**src/design/hbpe_pkg.sv**
```systemverilog
`default_nettype none

package hbpe_pkg;

  localparam int unsigned NUM_BINS    = 256;
  localparam int unsigned COUNT_WIDTH = 32;

  localparam int unsigned BIN_AW     = $clog2(NUM_BINS);
  localparam int unsigned BIN_CW     = $clog2(NUM_BINS + 1);
  localparam int unsigned NEED_W     = COUNT_WIDTH + 7;
  localparam int unsigned EDGE_W     = BIN_CW + 26;
  localparam int unsigned MUL_AW     = 17;
  localparam int unsigned MUL_BW     = 25;
  localparam int unsigned PROD_W     = MUL_AW + MUL_BW;
  localparam int unsigned CFG_IDX_W  = 3;
  localparam int unsigned CFG_DATA_W = 24;

  typedef enum logic [1:0] {
    OP_INSERT = 2'd0,
    OP_PCT    = 2'd1,
    OP_MASS   = 2'd2,
    OP_CLEAR  = 2'd3
  } hbpe_op_e;

  typedef enum logic [1:0] {
    ST_OK    = 2'd0,
    ST_RANGE = 2'd1,
    ST_PCT   = 2'd2
  } hbpe_status_e;

  typedef enum logic [CFG_IDX_W-1:0] {
    REG_RANGE_MIN   = 3'd0,
    REG_RANGE_MAX   = 3'd1,
    REG_BIN_WIDTH   = 3'd2,
    REG_INV_WIDTH   = 3'd3,
    REG_BINS_IN_USE = 3'd4
  } hbpe_reg_e;

  typedef struct packed {
    logic [1:0]         cmd;
    logic signed [15:0] sample;
    logic [6:0]         percent;
  } hbpe_in_t;

  typedef struct packed {
    logic signed [15:0] value_out;
    logic [31:0]        mass_out;
    logic [1:0]         status;
  } hbpe_out_t;

  // datapath strobes, at most one set per cycle
  typedef struct packed {
    logic load_in;
    logic ins_mul;
    logic ins_chk;
    logic ins_wr;
    logic clear;
    logic walk_init;
    logic walk_acc;
    logic walk_end;
    logic pct_val;
    logic load_out;
  } hbpe_cmd_t;

  typedef struct packed {
    hbpe_op_e op;
    logic     ins_ok;
    logic     special;
    logic     walk_more;
  } hbpe_sts_t;

endpackage

`default_nettype wire

```
**src/design/hbpe_ctrl.sv**
```systemverilog
`default_nettype none

module hbpe_ctrl (
  input  logic                clk_i,
  input  logic                rst_ni,
  input  logic                in_valid_i,
  output logic                in_ready_o,
  output logic                out_valid_o,
  input  logic                out_ready_i,
  input  hbpe_pkg::hbpe_sts_t sts_i,
  output hbpe_pkg::hbpe_cmd_t cmd_o
);
  import hbpe_pkg::*;

  typedef enum logic [3:0] {
    S_IDLE,
    S_DISPATCH,
    S_INS_CHK,
    S_INS_RD,
    S_INS_WR,
    S_WALK_RD,
    S_WALK_ACC,
    S_WALK_END,
    S_PCT_VAL,
    S_FIN
  } state_e;

  state_e    state_q, state_d;
  logic      out_valid_q, out_valid_d;
  hbpe_cmd_t cmd;

  always_comb begin
    cmd     = '0;
    state_d = state_q;
    case (state_q)
      S_IDLE: begin
        if (in_valid_i) begin
          cmd.load_in = 1'b1;
          state_d     = S_DISPATCH;
        end
      end
      S_DISPATCH: begin
        case (sts_i.op)
          OP_INSERT: begin
            cmd.ins_mul = 1'b1;
            state_d     = S_INS_CHK;
          end
          OP_CLEAR: begin
            cmd.clear = 1'b1;
            state_d   = S_FIN;
          end
          default: begin
            cmd.walk_init = 1'b1;
            state_d       = sts_i.special ? S_FIN : S_WALK_RD;
          end
        endcase
      end
      S_INS_CHK: begin
        cmd.ins_chk = 1'b1;
        state_d     = sts_i.ins_ok ? S_INS_RD : S_FIN;
      end
      S_INS_RD: begin
        state_d = S_INS_WR;
      end
      S_INS_WR: begin
        cmd.ins_wr = 1'b1;
        state_d    = S_FIN;
      end
      S_WALK_RD: begin
        state_d = sts_i.walk_more ? S_WALK_ACC : S_WALK_END;
      end
      S_WALK_ACC: begin
        cmd.walk_acc = 1'b1;
        state_d      = S_WALK_RD;
      end
      S_WALK_END: begin
        cmd.walk_end = 1'b1;
        state_d      = (sts_i.op == OP_PCT) ? S_PCT_VAL : S_FIN;
      end
      S_PCT_VAL: begin
        cmd.pct_val = 1'b1;
        state_d     = S_FIN;
      end
      S_FIN: begin
        // hold the result until the output register frees up
        if (!out_valid_q || out_ready_i) begin
          cmd.load_out = 1'b1;
          state_d      = S_IDLE;
        end
      end
      default: begin
        state_d = S_IDLE;
      end
    endcase
  end

  always_comb begin
    out_valid_d = out_valid_q;
    if (cmd.load_out) begin
      out_valid_d = 1'b1;
    end else if (out_ready_i) begin
      out_valid_d = 1'b0;
    end
  end

  always_ff @(posedge clk_i or negedge rst_ni) begin
    if (!rst_ni) begin
      state_q     <= S_IDLE;
      out_valid_q <= 1'b0;
    end else begin
      state_q     <= state_d;
      out_valid_q <= out_valid_d;
    end
  end

  assign in_ready_o  = (state_q == S_IDLE);
  assign out_valid_o = out_valid_q;
  assign cmd_o       = cmd;

  ap_accept_dispatch: assert property (@(posedge clk_i) disable iff (!rst_ni)
    (in_valid_i && in_ready_o) |=> (state_q == S_DISPATCH))
    else $error("accepted word did not move to dispatch");

  ap_load_free: assert property (@(posedge clk_i) disable iff (!rst_ni)
    cmd.load_out |-> (!out_valid_q || out_ready_i))
    else $error("output register overwritten while full");

  ap_valid_from_fin: assert property (@(posedge clk_i) disable iff (!rst_ni)
    $rose(out_valid_q) |-> $past(state_q == S_FIN))
    else $error("output valid raised outside finish state");

endmodule

`default_nettype wire

```
**config.mk**
```make
export PLATFORM = sky130hd
export DESIGN_NAME = hbpe_ctrl
export DESIGN_NICKNAME = d
export VERILOG_FILES = /design/src/design/hbpe_pkg.sv /design/src/design/hbpe_ctrl.sv
export SDC_FILE = /design/constraint.sdc
export NUM_CORES = 1
export LEC_CHECK = 0
export BUFFER_PORTS_ARGS = -buffer_cell sky130_fd_sc_hd__buf_2
export CAP_MARGIN = 20
export CORE_AREA = 2 2 39 41
export CTS_CLUSTER_SIZE = 30
export DETAILED_ROUTE_END_ITERATION = 10
export DIE_AREA = 0 0 41 43
export PLACE_DENSITY = 0.75
export SLEW_MARGIN = 40
export SYNTH_ARGS = -nofsm -noshare
export SYNTH_HDL_FRONTEND = slang
export SYNTH_SLANG_ARGS = --single-unit
```
**constraint.sdc**
```tcl
create_clock -name clk_i -period 3.2 [get_ports clk_i]
set_input_delay 0.32 -clock clk_i [delete_from_list [all_inputs] [get_ports clk_i]]
set_output_delay 0.32 -clock clk_i [all_outputs]
set_load 0.005 [all_outputs]
```
# Yosys cells after proc, flatten, opt, wreduce, memory -nomap -nowiden
# Cells that the tools add are included.
# totals
out_inout_bits,12
mem_count,0
rom_bits,0
register_bits,5
ram_bits,0
word_cells,47
input_bits,9
latchBits,0
# classes
n_div,0
bitwise,0
n_addsub,0
eq_ne,13
muxes,24
n_reduce_logical,8
magnitude_cmp,0
shifts,0
multipliers,0
# op_table
operator,count
case mux 4 bit (9 select lines),1
2-to-1 mux 1 bit,17
equality test 4 x 3 -> 1 bit (second input constant),4
2-to-1 mux 4 bit,4
equality test 4 x 2 -> 1 bit (second input constant),2
equality test 4 bit (second input constant),2
case mux 4 bit (2 select lines),1
equality test 4 x 1 -> 1 bit (second input constant),1
zero test 4 bit,1
!= test 2 bit (second input constant),2
OR reduction 2 bit,2
equality test 2 x 1 -> 1 bit (second input constant),1
equality test 2 bit (second input constant),1
zero test 2 bit,1
2-to-1 mux 2 bit,1
AND reduction 2 bit,1
nonzero test 2 bit,1
zero test 1 bit,1
logical OR 1 bit,1

# Longest topological paths before layout
# Gate-level depths: netlist of the first run.
# logic_depth
word_depth,5
mapped_depth,6
ltp_nobuf,6

# Worst setup path before layout of the first run
# No wires, ideal clock.
# synth_timing
path_type,reg-to-output
from,register state_q[1]
to,output cmd_o[9] in the netlist's numbering
stages_incl_launch_ff,4
arrival_ns,1.010
required_time_ns,2.880
path_slack_ns,1.870
path_buffers,1
path_cell_list,dfrtp_1 buf_2 nor4_2 and2_1
# synth_lines
element,line,source
"start, declared",hbpe_ctrl.sv:28,"state_e state_q, state_d;"
"start signal, assigned",hbpe_ctrl.sv:111,state_q <= state_d;
"end, declared",hbpe_ctrl.sv:11,output hbpe_pkg::hbpe_cmd_t cmd_o

==> key figures, run 1 <==
Die
  – Core area: 1380 µm²
  – Die width: 41 µm
  – Die area: 1760 µm²
  – Die H: 43 µm
  – I/O pin cnt: 21
  – Num rows: 14
  – Starting Density: 36.2%

Yosys
  – Simple-Gate Fraction of Synth Area: 38.8%
  – Mean post-synth cell area: 8.07 µm²
  – Compound-cell area share of the yosys netlist: 13.8%
  – Largest area contributor in the netlist: dfrtp_1
  – Post-synthesis cell count: 62
  – Synthesized flop and latch total: 5
  – Post-synth EDFFs: 0
  – Most frequent cells after synthesis: 6 x nor2_1, 5 x dfrtp_1, 5 x o21ai_1
  – Synthesized cell area: 500 µm²
  – Area contributors post-synth: dfrtp_1 25%, ha_1 10%, and2_1 5.0%, nand2b_1 5.0%, nor3b_2 5.0%
  – Syn. warnings: 0
  – Ys async rst share: 100%
  – Post-synthesis mux area share: 4.25%
  – Synthesized-area fraction occupied by adder cells: 10.0%
  – Primary FF master, synth: dfrtp_1
  – Seq/Total Area, Yosys: 25.0%
  – Largest family of logic cells by synthesized area: simple AND/OR/NAND/NOR gates
  – Yosys top cell area share: 25.0%
  – Post-synthesis xor/xnor area fraction: 0%
  – Top-count cell post-synth: nor2_1
  – Syn nets: 75
  – Count of cell types in the netlist: 25

Timing
  – Final setup violating endpoints: 0
  – RSZ-0062 raised after global routing: no
  – Clock Skew: 0.00449 ns
  – Hold Slack: 0.406 ns
  – Final Hold Viols: 0
  – Setup_tns: 0 ns
  – Slew Limit Fails: 0
  – Rel. slew slack: 70.3%
  – Tightest Pin Transition: 0.445 ns
  – Fmax: 0.529 GHz
  – Tcrit/Tclk final: 59.1%
  – Min cycle time layout: 1.89 ns

Pwr
  – P_leak: 0.313 nW
  – PwrDens: 730 nW/µm²
  – VDD IR max: 0.437 mV

GRT
  – Largest net degree at the start of global routing: 16
  – GRT met2 Usage: 20.6%
  – GRT busiest layer: met2
  – Vias in the first global route: 412
  – First-pass GRT wire length: 1730 µm
  – Initial antenna violation count: 0
  – GRT Total Usage: 14.7%
  – Gr ovfl total: 0
  – Met3 GRT Util: 3.14%
  – Global routing usage on met1: 18.4%

Setup path
  – Startpoint Class: flop
  – Worst Path Required: 2.88 ns
  – Family with the most delay on the worst path: simple AND/OR/NAND/NOR gates
  – Crit Path Category: flop to output port
  – Crit-path cells: nor2b_1, nor3b_2, and2_1, buf_2
  – CP Max Fanout: 15
  – WP buf/inv: 1
  – Critical Path AT: 1.57 ns
  – Crit end category: output port
  – Max stage delay on crit path: 0.60 ns
  – Crit path max-delay cell type: dfrtp_1

Placed design
  – Final GP Congestion: 0.795
  – IO Port Bufs: 20
  – Placed cells: 93
  – Hpwl dp: 773 µm

Detailed routing
  – WL per Instance: 10.6 µm
  – Drt total wl: 1040 µm
  – DRT iter0 DRCs: 9
  – Drt drc: 0
  – Via Count: 506
  – First-pass detailed-route iteration total: 4
  – Vias/cell: 5.16
  – DRT antenna net count: 0

Final layout
  – Area taken by multi-input logic gates: 334 µm²
  – Area Overhead vs Synth: 24.5%
  – Register area: 125 µm²
  – Layout cells sized above 1: 32.9%
  – # nets final: 96
  – Layout Cells excl Fill: 98
  – Antenna fix cells: 0
  – Fill cells: 136

Hold path
  – Path type of the worst min-delay path: input port to async pin

CTS
  – Max Root-Sink Buffers: 2
  – CTS H-Tree Depth: 1
  – Post_cts resized: 0
  – Worst skew pair latency: 0.25 ns
  – CTS tree: yes
  – Clk sinks: 5
  – Clk pin slew, worst setup/hold paths: 0.05 ns
  – Clk Tree Root Cell: clkbuf_4
  – Num CTS Buffers: 3

Run
  – MaxCap Viol Count: 0

Run status
  – Status: finished, final reports clean
stage by stage:
| stage | utilization [%] | setup WS [ns] | total power [mW] | area, µm² |
|---|---|---|---|---|
| 5_1_grt | 45.0 | 1.14 | 0.501 | 623 |
| 3_3_place_gp | 42.4 | 1.65 | 0.370 | 587 |
| 4_1_cts | 45.0 | 1.30 | 0.459 | 623 |
| 2_1_floorplan | - | 1.87 | 0.327 | 500 |
| 3_5_place_dp | 42.4 | 1.58 | 0.379 | 587 |
| 6_report | 45.0 | 1.31 | 0.455 | 623 |
cell families (layout without fill, tap and decap cells):
kind of cell               after synthesis  after routing
DFF                                      5              5
buffers and inverters                    7             27
adders and majority gates                4              4
and+or+nand+nor                         32             32
muxes                                    2              2
AOI/OAI and AO/OA                       12             12
registers in the layout, summed over array words and instances (netlist names):
register / flops
out_valid_o: 1
state_q: 4
metal layers:
layer | vias to the layer above | wire [µm]
met3 | 3 | 74
li1 | 250 | -
met4 | 0 | 23
met2 | 24 | 522
met1 | 229 | 424
met5 | - | 0
power by group:
part | internal, mW | switching (mW)
registers | 0.0875 | 0.0762
logic | 0.119 | 0.0943
clock network | 0.0474 | 0.0303
total | 0.254 | 0.201
layout by cell type (no fill, tap or decap), types with 4 or more instances in the layout:
cell type and count:
nor3_1 4, buf_2 20, and2_1 4, ha_1 4, nand2b_1 4, a21oi_1 4
o21ai_1 5, dfrtp_1 5, nor2_1 6, nand2_1 4
worst paths after layout:
kind / to / cells past startpoint / slack (ns) / startpoint
min: state_q[0] / 2 / 0.41 / rst_ni
min in group clk_i: out_valid_o / 3 / 0.41 / out_ready_i
max in group asynchronous: state_q[3] / 2 / 2.66 / rst_ni
max reg2reg: state_q[1] / 3 / 1.80 / state_q[0]
max: cmd_o[4] / 4 / 1.31 / state_q[0]
min reg2reg: out_valid_o / 2 / 0.55 / out_valid_o
area by class of cell:
class / count / area share, %
clock buffers: 4 / 4.22
inverters: 2 / 1.20
multi-input cells: 50 / 53.6
flip-flops and latches: 5 / 20.1
well taps: 16 / 3.21
repair buffers: 21 / 17.7
timing repair:
action                     in CTS  in global routing
hold buffers                    1                  0
setup buffers                   0                  0
setup endpoints to repair       0                  0
hold endpoints to repair        5                  0
Power figures use the tool's default switching activity.
==> run 2, diff against run 1 <==
Clock period 3.2 ns to 1.9 ns, I/O delays scaled along.
==> run 2 against run 1 <==
  * Flip-flop and latch count unchanged
  * Hold slack worse by 0.13 ns
  * Setup slack worse by 1.1 ns
  * Utilization up 0.090 points
  * Highest routed layer unchanged
==> key figures, run 2 (synthesis gave the netlist of run 1 again) <==
Run status
  – Status: finished, final reports clean

Die
  – Core area: 1380 µm²
  – I/O pin cnt: 21
  – Die width: 41 µm
  – Num rows: 14
  – Die H: 43 µm
  – Starting Density: 36.2%
  – Die area: 1760 µm²

Placed design
  – Hpwl dp: 773 µm
  – Final GP Congestion: 0.795
  – Dpl cell area: 587 µm²
  – IO Port Bufs: 20
  – Placed cells: 93

Setup path
  – Critical Path AT: 1.48 ns
  – Crit Path Category: flop to output port
  – Crit end category: output port
  – Worst Path Required: 1.71 ns
  – CP Max Fanout: 15
  – Startpoint Class: flop

Detailed routing
  – Drt total wl: 1040 µm
  – Via Count: 506
  – DRT iter0 DRCs: 9
  – WL per Instance: 10.6 µm
  – DRT antenna net count: 0
  – Drt drc: 0
  – Vias/cell: 5.16
  – First-pass detailed-route iteration total: 4

GRT
  – Vias in the first global route: 412
  – First-pass GRT wire length: 1730 µm
  – Largest net degree at the start of global routing: 16
  – Initial antenna violation count: 0
  – GRT Total Usage: 14.7%
  – Gr ovfl total: 0

Timing
  – RSZ-0062 raised after global routing: no
  – Fmax: 0.600 GHz
  – Min cycle time layout: 1.67 ns
  – Slew Limit Fails: 0
  – Rel. slew slack: 70.3%
  – Tcrit/Tclk final: 87.7%
  – Clock Skew: 0.00449 ns
  – Final setup violating endpoints: 0
  – Final Hold Viols: 0
  – Tightest Pin Transition: 0.445 ns
  – Setup_tns: 0 ns

Pwr
  – Sw frac: 44.0%
  – VDD IR max: 0.739 mV
  – Combinational power share: 46.8%
  – Reg power frac: 36.2%
  – Internal: 0.431 mW
  – P_leak: 0.312 nW
  – PwrDens: 1230 nW/µm²
  – Clock share of power: 17.0%
  – Net switching power figure: 0.338 mW

Final layout
  – Post-route cell area: 624 µm²
  – Antenna fix cells: 0
  – Largest Register: state_q
  – Most frequent cells in the layout: 20 x buf_2, 6 x nor2_1, 5 x o21ai_1
  – Fill cells: 136
  – Final Util: 45.1%
  – Layout Cells excl Fill: 98
  – Max reg flops: 4
  – # nets final: 96
  – Commonest non-fill, non-tap cell in the layout: buf_2
  – Layout cells sized above 1: 34.1%
  – Area Overhead vs Synth: 24.8%

CTS
  – Clk pin slew, worst setup/hold paths: 0.05 ns
  – CTS tree: yes
  – Clk Tree Root Cell: clkbuf_4
  – CTS H-Tree Depth: 1
  – Clk sinks: 5
  – Worst skew pair latency: 0.25 ns
  – Max Root-Sink Buffers: 2
  – Num CTS Buffers: 3

Run
  – MaxCap Viol Count: 0

Hold path
  – Path type of the worst min-delay path: input port to flop
[run 2: cell counts in the layout (fill, tap and decap cells not counted)]
Identical to the previous run, type by type.
[run 2: worst max-delay path, cell delays in order, from the launching register on]
cell,delay (ns)
dfrtp_1,0.52
nor2b_1,0.19
nor3b_2,0.25
and2_1,0.16
buf_2,0.10
[run 2: per-stage QoR]
step	hold WS [ns]	setup WS [ns]	power (mW)
2_1_floorplan	-0.106	0.700	0.551
3_3_place_gp	0.00535	0.479	0.624
3_5_place_dp	0.00905	0.412	0.638
4_1_cts	0.277	0.129	0.774
5_1_grt	0.298	0.0851	0.846
6_report	0.273	0.234	0.769
[run 2: worst paths after layout]
path | from | end | slack [ns] | cells after the start
worst min-delay path | out_ready_i | state_q[0] | 0.27 | 3
worst max-delay path | state_q[1] | cmd_o[4] | 0.23 | 4
min in group asynchronous | rst_ni | state_q[0] | 0.28 | 2
max in group asynchronous | rst_ni | state_q[0] | 1.48 | 2
worst min register to register | out_valid_o | out_valid_o | 0.55 | 2
worst max register to register | state_q[1] | state_q[1] | 0.52 | 3
[run 2: timing repair]
action / 4_1_cts / 5_1_grt
hold endpoints to repair: 5 / 0
hold buffers: 1 / 0
setup endpoints to repair: 0 / 3
gates resized for setup: 0 / 1
setup buffers: 0 / 0
[run 2: final cells by class]
class	count	area [µm²]	share of cell area, %
clock buffer	4	26.3	4.21
timing repair buffer	21	110	17.6
sequential	5	126	20.2
multi-input combinational	50	334	53.5
tap	16	20.0	3.21
inverter	2	7.51	1.20
[run 2: power by group through the flow]
stage / Clock [mW] / Combinational, mW / Sequential, mW
2_1_floorplan: 0 / 0.364 / 0.187
3_3_place_gp: 0 / 0.353 / 0.271
3_5_place_dp: 0 / 0.362 / 0.275
4_1_cts: 0.133 / 0.366 / 0.274
5_1_grt: 0.139 / 0.413 / 0.294
6_report: 0.131 / 0.360 / 0.278
[run 2: metal layers]
metal	track usage, %	routed length, µm	vias to the layer above
met1	18.4	424	229
met4	12.0	23	0
li1	-	-	250
met5	0	0	-
met2	20.6	522	24
met3	3.14	74	3
==> run 3, diff against run 2 <==
Settings changed: CTS_BUF_LIST set to sky130_fd_sc_hd__clkbuf_4 sky130_fd_sc_hd__clkbuf_8 sky130_fd_sc_hd__clkbuf_16, PLACE_DENSITY 0.75 to not set, PLACE_DENSITY_LB_ADDON set to 0.15.
==> run 3 against run 2 <==
  * Cell area is 1.6% higher
  * Combinational power is 8.9% higher
  * Hold slack better by 0.0070 ns
  * Sequential power is 5% lower
  * Count of clock-buffer cells in the layout stayed put
  * Via count is 2.8% lower
  * Flip-flop and latch count stayed put
  * Clock power is 8% higher
  * First-iteration DRC count is 56% lower
  * Utilization is 0.72 points higher
  * Die area stayed put
  * Clock skew is 0.0036 ns lower
  * Largest cell class unchanged
==> key figures, run 3 (synthesis gave the netlist of run 1 again) <==
Final layout
  – Antenna fix cells: 0
  – Commonest non-fill, non-tap cell in the layout: buf_2
  – # nets final: 97
  – Area Overhead vs Synth: 26.7%
  – Largest Register: state_q
  – Final Util: 45.8%
  – Most frequent cells in the layout: 20 x buf_2, 6 x nor2_1, 5 x o21ai_1, 5 x dfrtp_1
  – Max reg flops: 4
  – Layout cells sized above 1: 34.9%

Detailed routing
  – First-pass detailed-route iteration total: 4
  – WL per Instance: 10.7 µm
  – Drt total wl: 1060 µm
  – Vias/cell: 4.97
  – DRT iter0 DRCs: 4
  – DRT antenna net count: 0
  – Drt drc: 0
  – Via Count: 492

CTS
  – Clk sinks: 5
  – Clk Tree Root Cell: clkbuf_4
  – Post_cts resized: 0
  – Post-CTS Setup Bufs: 0
  – Max Root-Sink Buffers: 2
  – CTS H-Tree Depth: 1
  – CTS Hold Bufs: 1
  – Worst skew pair latency: 0.24 ns
  – CTS tree: yes
  – Num CTS Buffers: 3
  – Clk pin slew, worst setup/hold paths: 0.05 ns

Timing
  – Tightest Pin Transition: 0.477 ns
  – Min cycle time layout: 1.64 ns
  – Worst setup margin: 0.256 ns
  – Tcrit/Tclk final: 86.5%
  – RSZ-0062 raised after global routing: no
  – Final setup violating endpoints: 0
  – Slew Limit Fails: 0
  – Fmax: 0.608 GHz
  – Clock Skew: 0.000891 ns
  – Setup_tns: 0 ns
  – Final Hold Viols: 0
  – Rel. slew slack: 68.2%
  – Hold Slack: 0.280 ns

GRT
  – Initial antenna violation count: 0
  – GRT Total Usage: 14.2%
  – Gr ovfl total: 0
  – Vias in the first global route: 418
  – First-pass GRT wire length: 1680 µm
  – Largest net degree at the start of global routing: 16

Setup path
  – CP Max Fanout: 15
  – Worst Path Required: 1.71 ns
  – Critical Path AT: 1.45 ns
  – Crit end category: output port
  – Crit Path Category: flop to output port
  – Startpoint Class: flop

Die
  – Num rows: 14
  – Die H: 43 µm
  – Die area: 1760 µm²
  – I/O pin cnt: 21
  – Starting Density: 36.2%
  – Die width: 41 µm
  – Core area: 1380 µm²

Placed design
  – Final GP Congestion: 0.741
  – Dpl ws: 0.505 ns
  – Hpwl dp: 802 µm
  – IO Port Bufs: 20

Pwr
  – Internal: 0.456 mW
  – Reg power frac: 33.1%
  – Net switching power figure: 0.340 mW
  – VDD IR max: 0.501 mV
  – Combinational power share: 49.2%
  – Clock share of power: 17.7%
  – PwrDens: 1250 nW/µm²
  – P_leak: 0.321 nW
  – Tot Pwr: 0.796 mW
  – Sw frac: 42.7%

Run status
  – Status: finished, final reports clean

Run
  – MaxCap Viol Count: 0

Hold path
  – Path type of the worst min-delay path: input port to flop
run 3: per-stage QoR:
stage / area, µm² / instances
finish: 634 / 99
global route: 634 / 99
CTS: 634 / 99
detailed placement: 594 / 94
global placement: 594 / 94
floorplan: 500 / 62
run 3: path summary, 6_finish.rpt:
check / startpoint / endpoint / slack, ns / cells after the start
max: state_q[1] / cmd_o[8] / 0.26 / 4
min: out_ready_i / out_valid_o / 0.28 / 3
max reg2reg: state_q[2] / state_q[0] / 0.51 / 4
min reg2reg: out_valid_o / out_valid_o / 0.56 / 2
max in group asynchronous: rst_ni / state_q[3] / 1.48 / 2
min in group asynchronous: rst_ni / state_q[0] / 0.29 / 2
run 3: routing by layer:
metal  vias to the layer above  track usage [%]  share of wire, %
li1                        253                -                 -
met1                       228             19.4                47
met2                        11             18.8                49
met3                         0             1.57               3.8
met4                         0             12.0                 0
met5                         -                0                 0
run 3: layout make-up:
class / instances / area, µm²
fillers: 152 / 749
multi-input cells: 50 / 334
flip-flops and latches: 5 / 125
repair buffers: 22 / 118
clock buffers: 4 / 30.0
well taps: 16 / 20.0
inverters: 2 / 7.51
run 3: power by group through the flow:
stage | registers [mW] | logic, mW | clock network, mW
final | 0.263 | 0.392 | 0.141
after CTS | 0.261 | 0.397 | 0.144
after global placement | 0.264 | 0.392 | 0
after floorplan | 0.187 | 0.364 | 0
after detailed placement | 0.262 | 0.393 | 0
after global routing | 0.272 | 0.445 | 0.151
run 3: critical path, stage by stage, from the launching register on:
cell and delay [ns]:
dfrtp_1 0.53, nor2b_1 0.18, nor3b_2 0.23, and2_1 0.16, buf_2 0.10
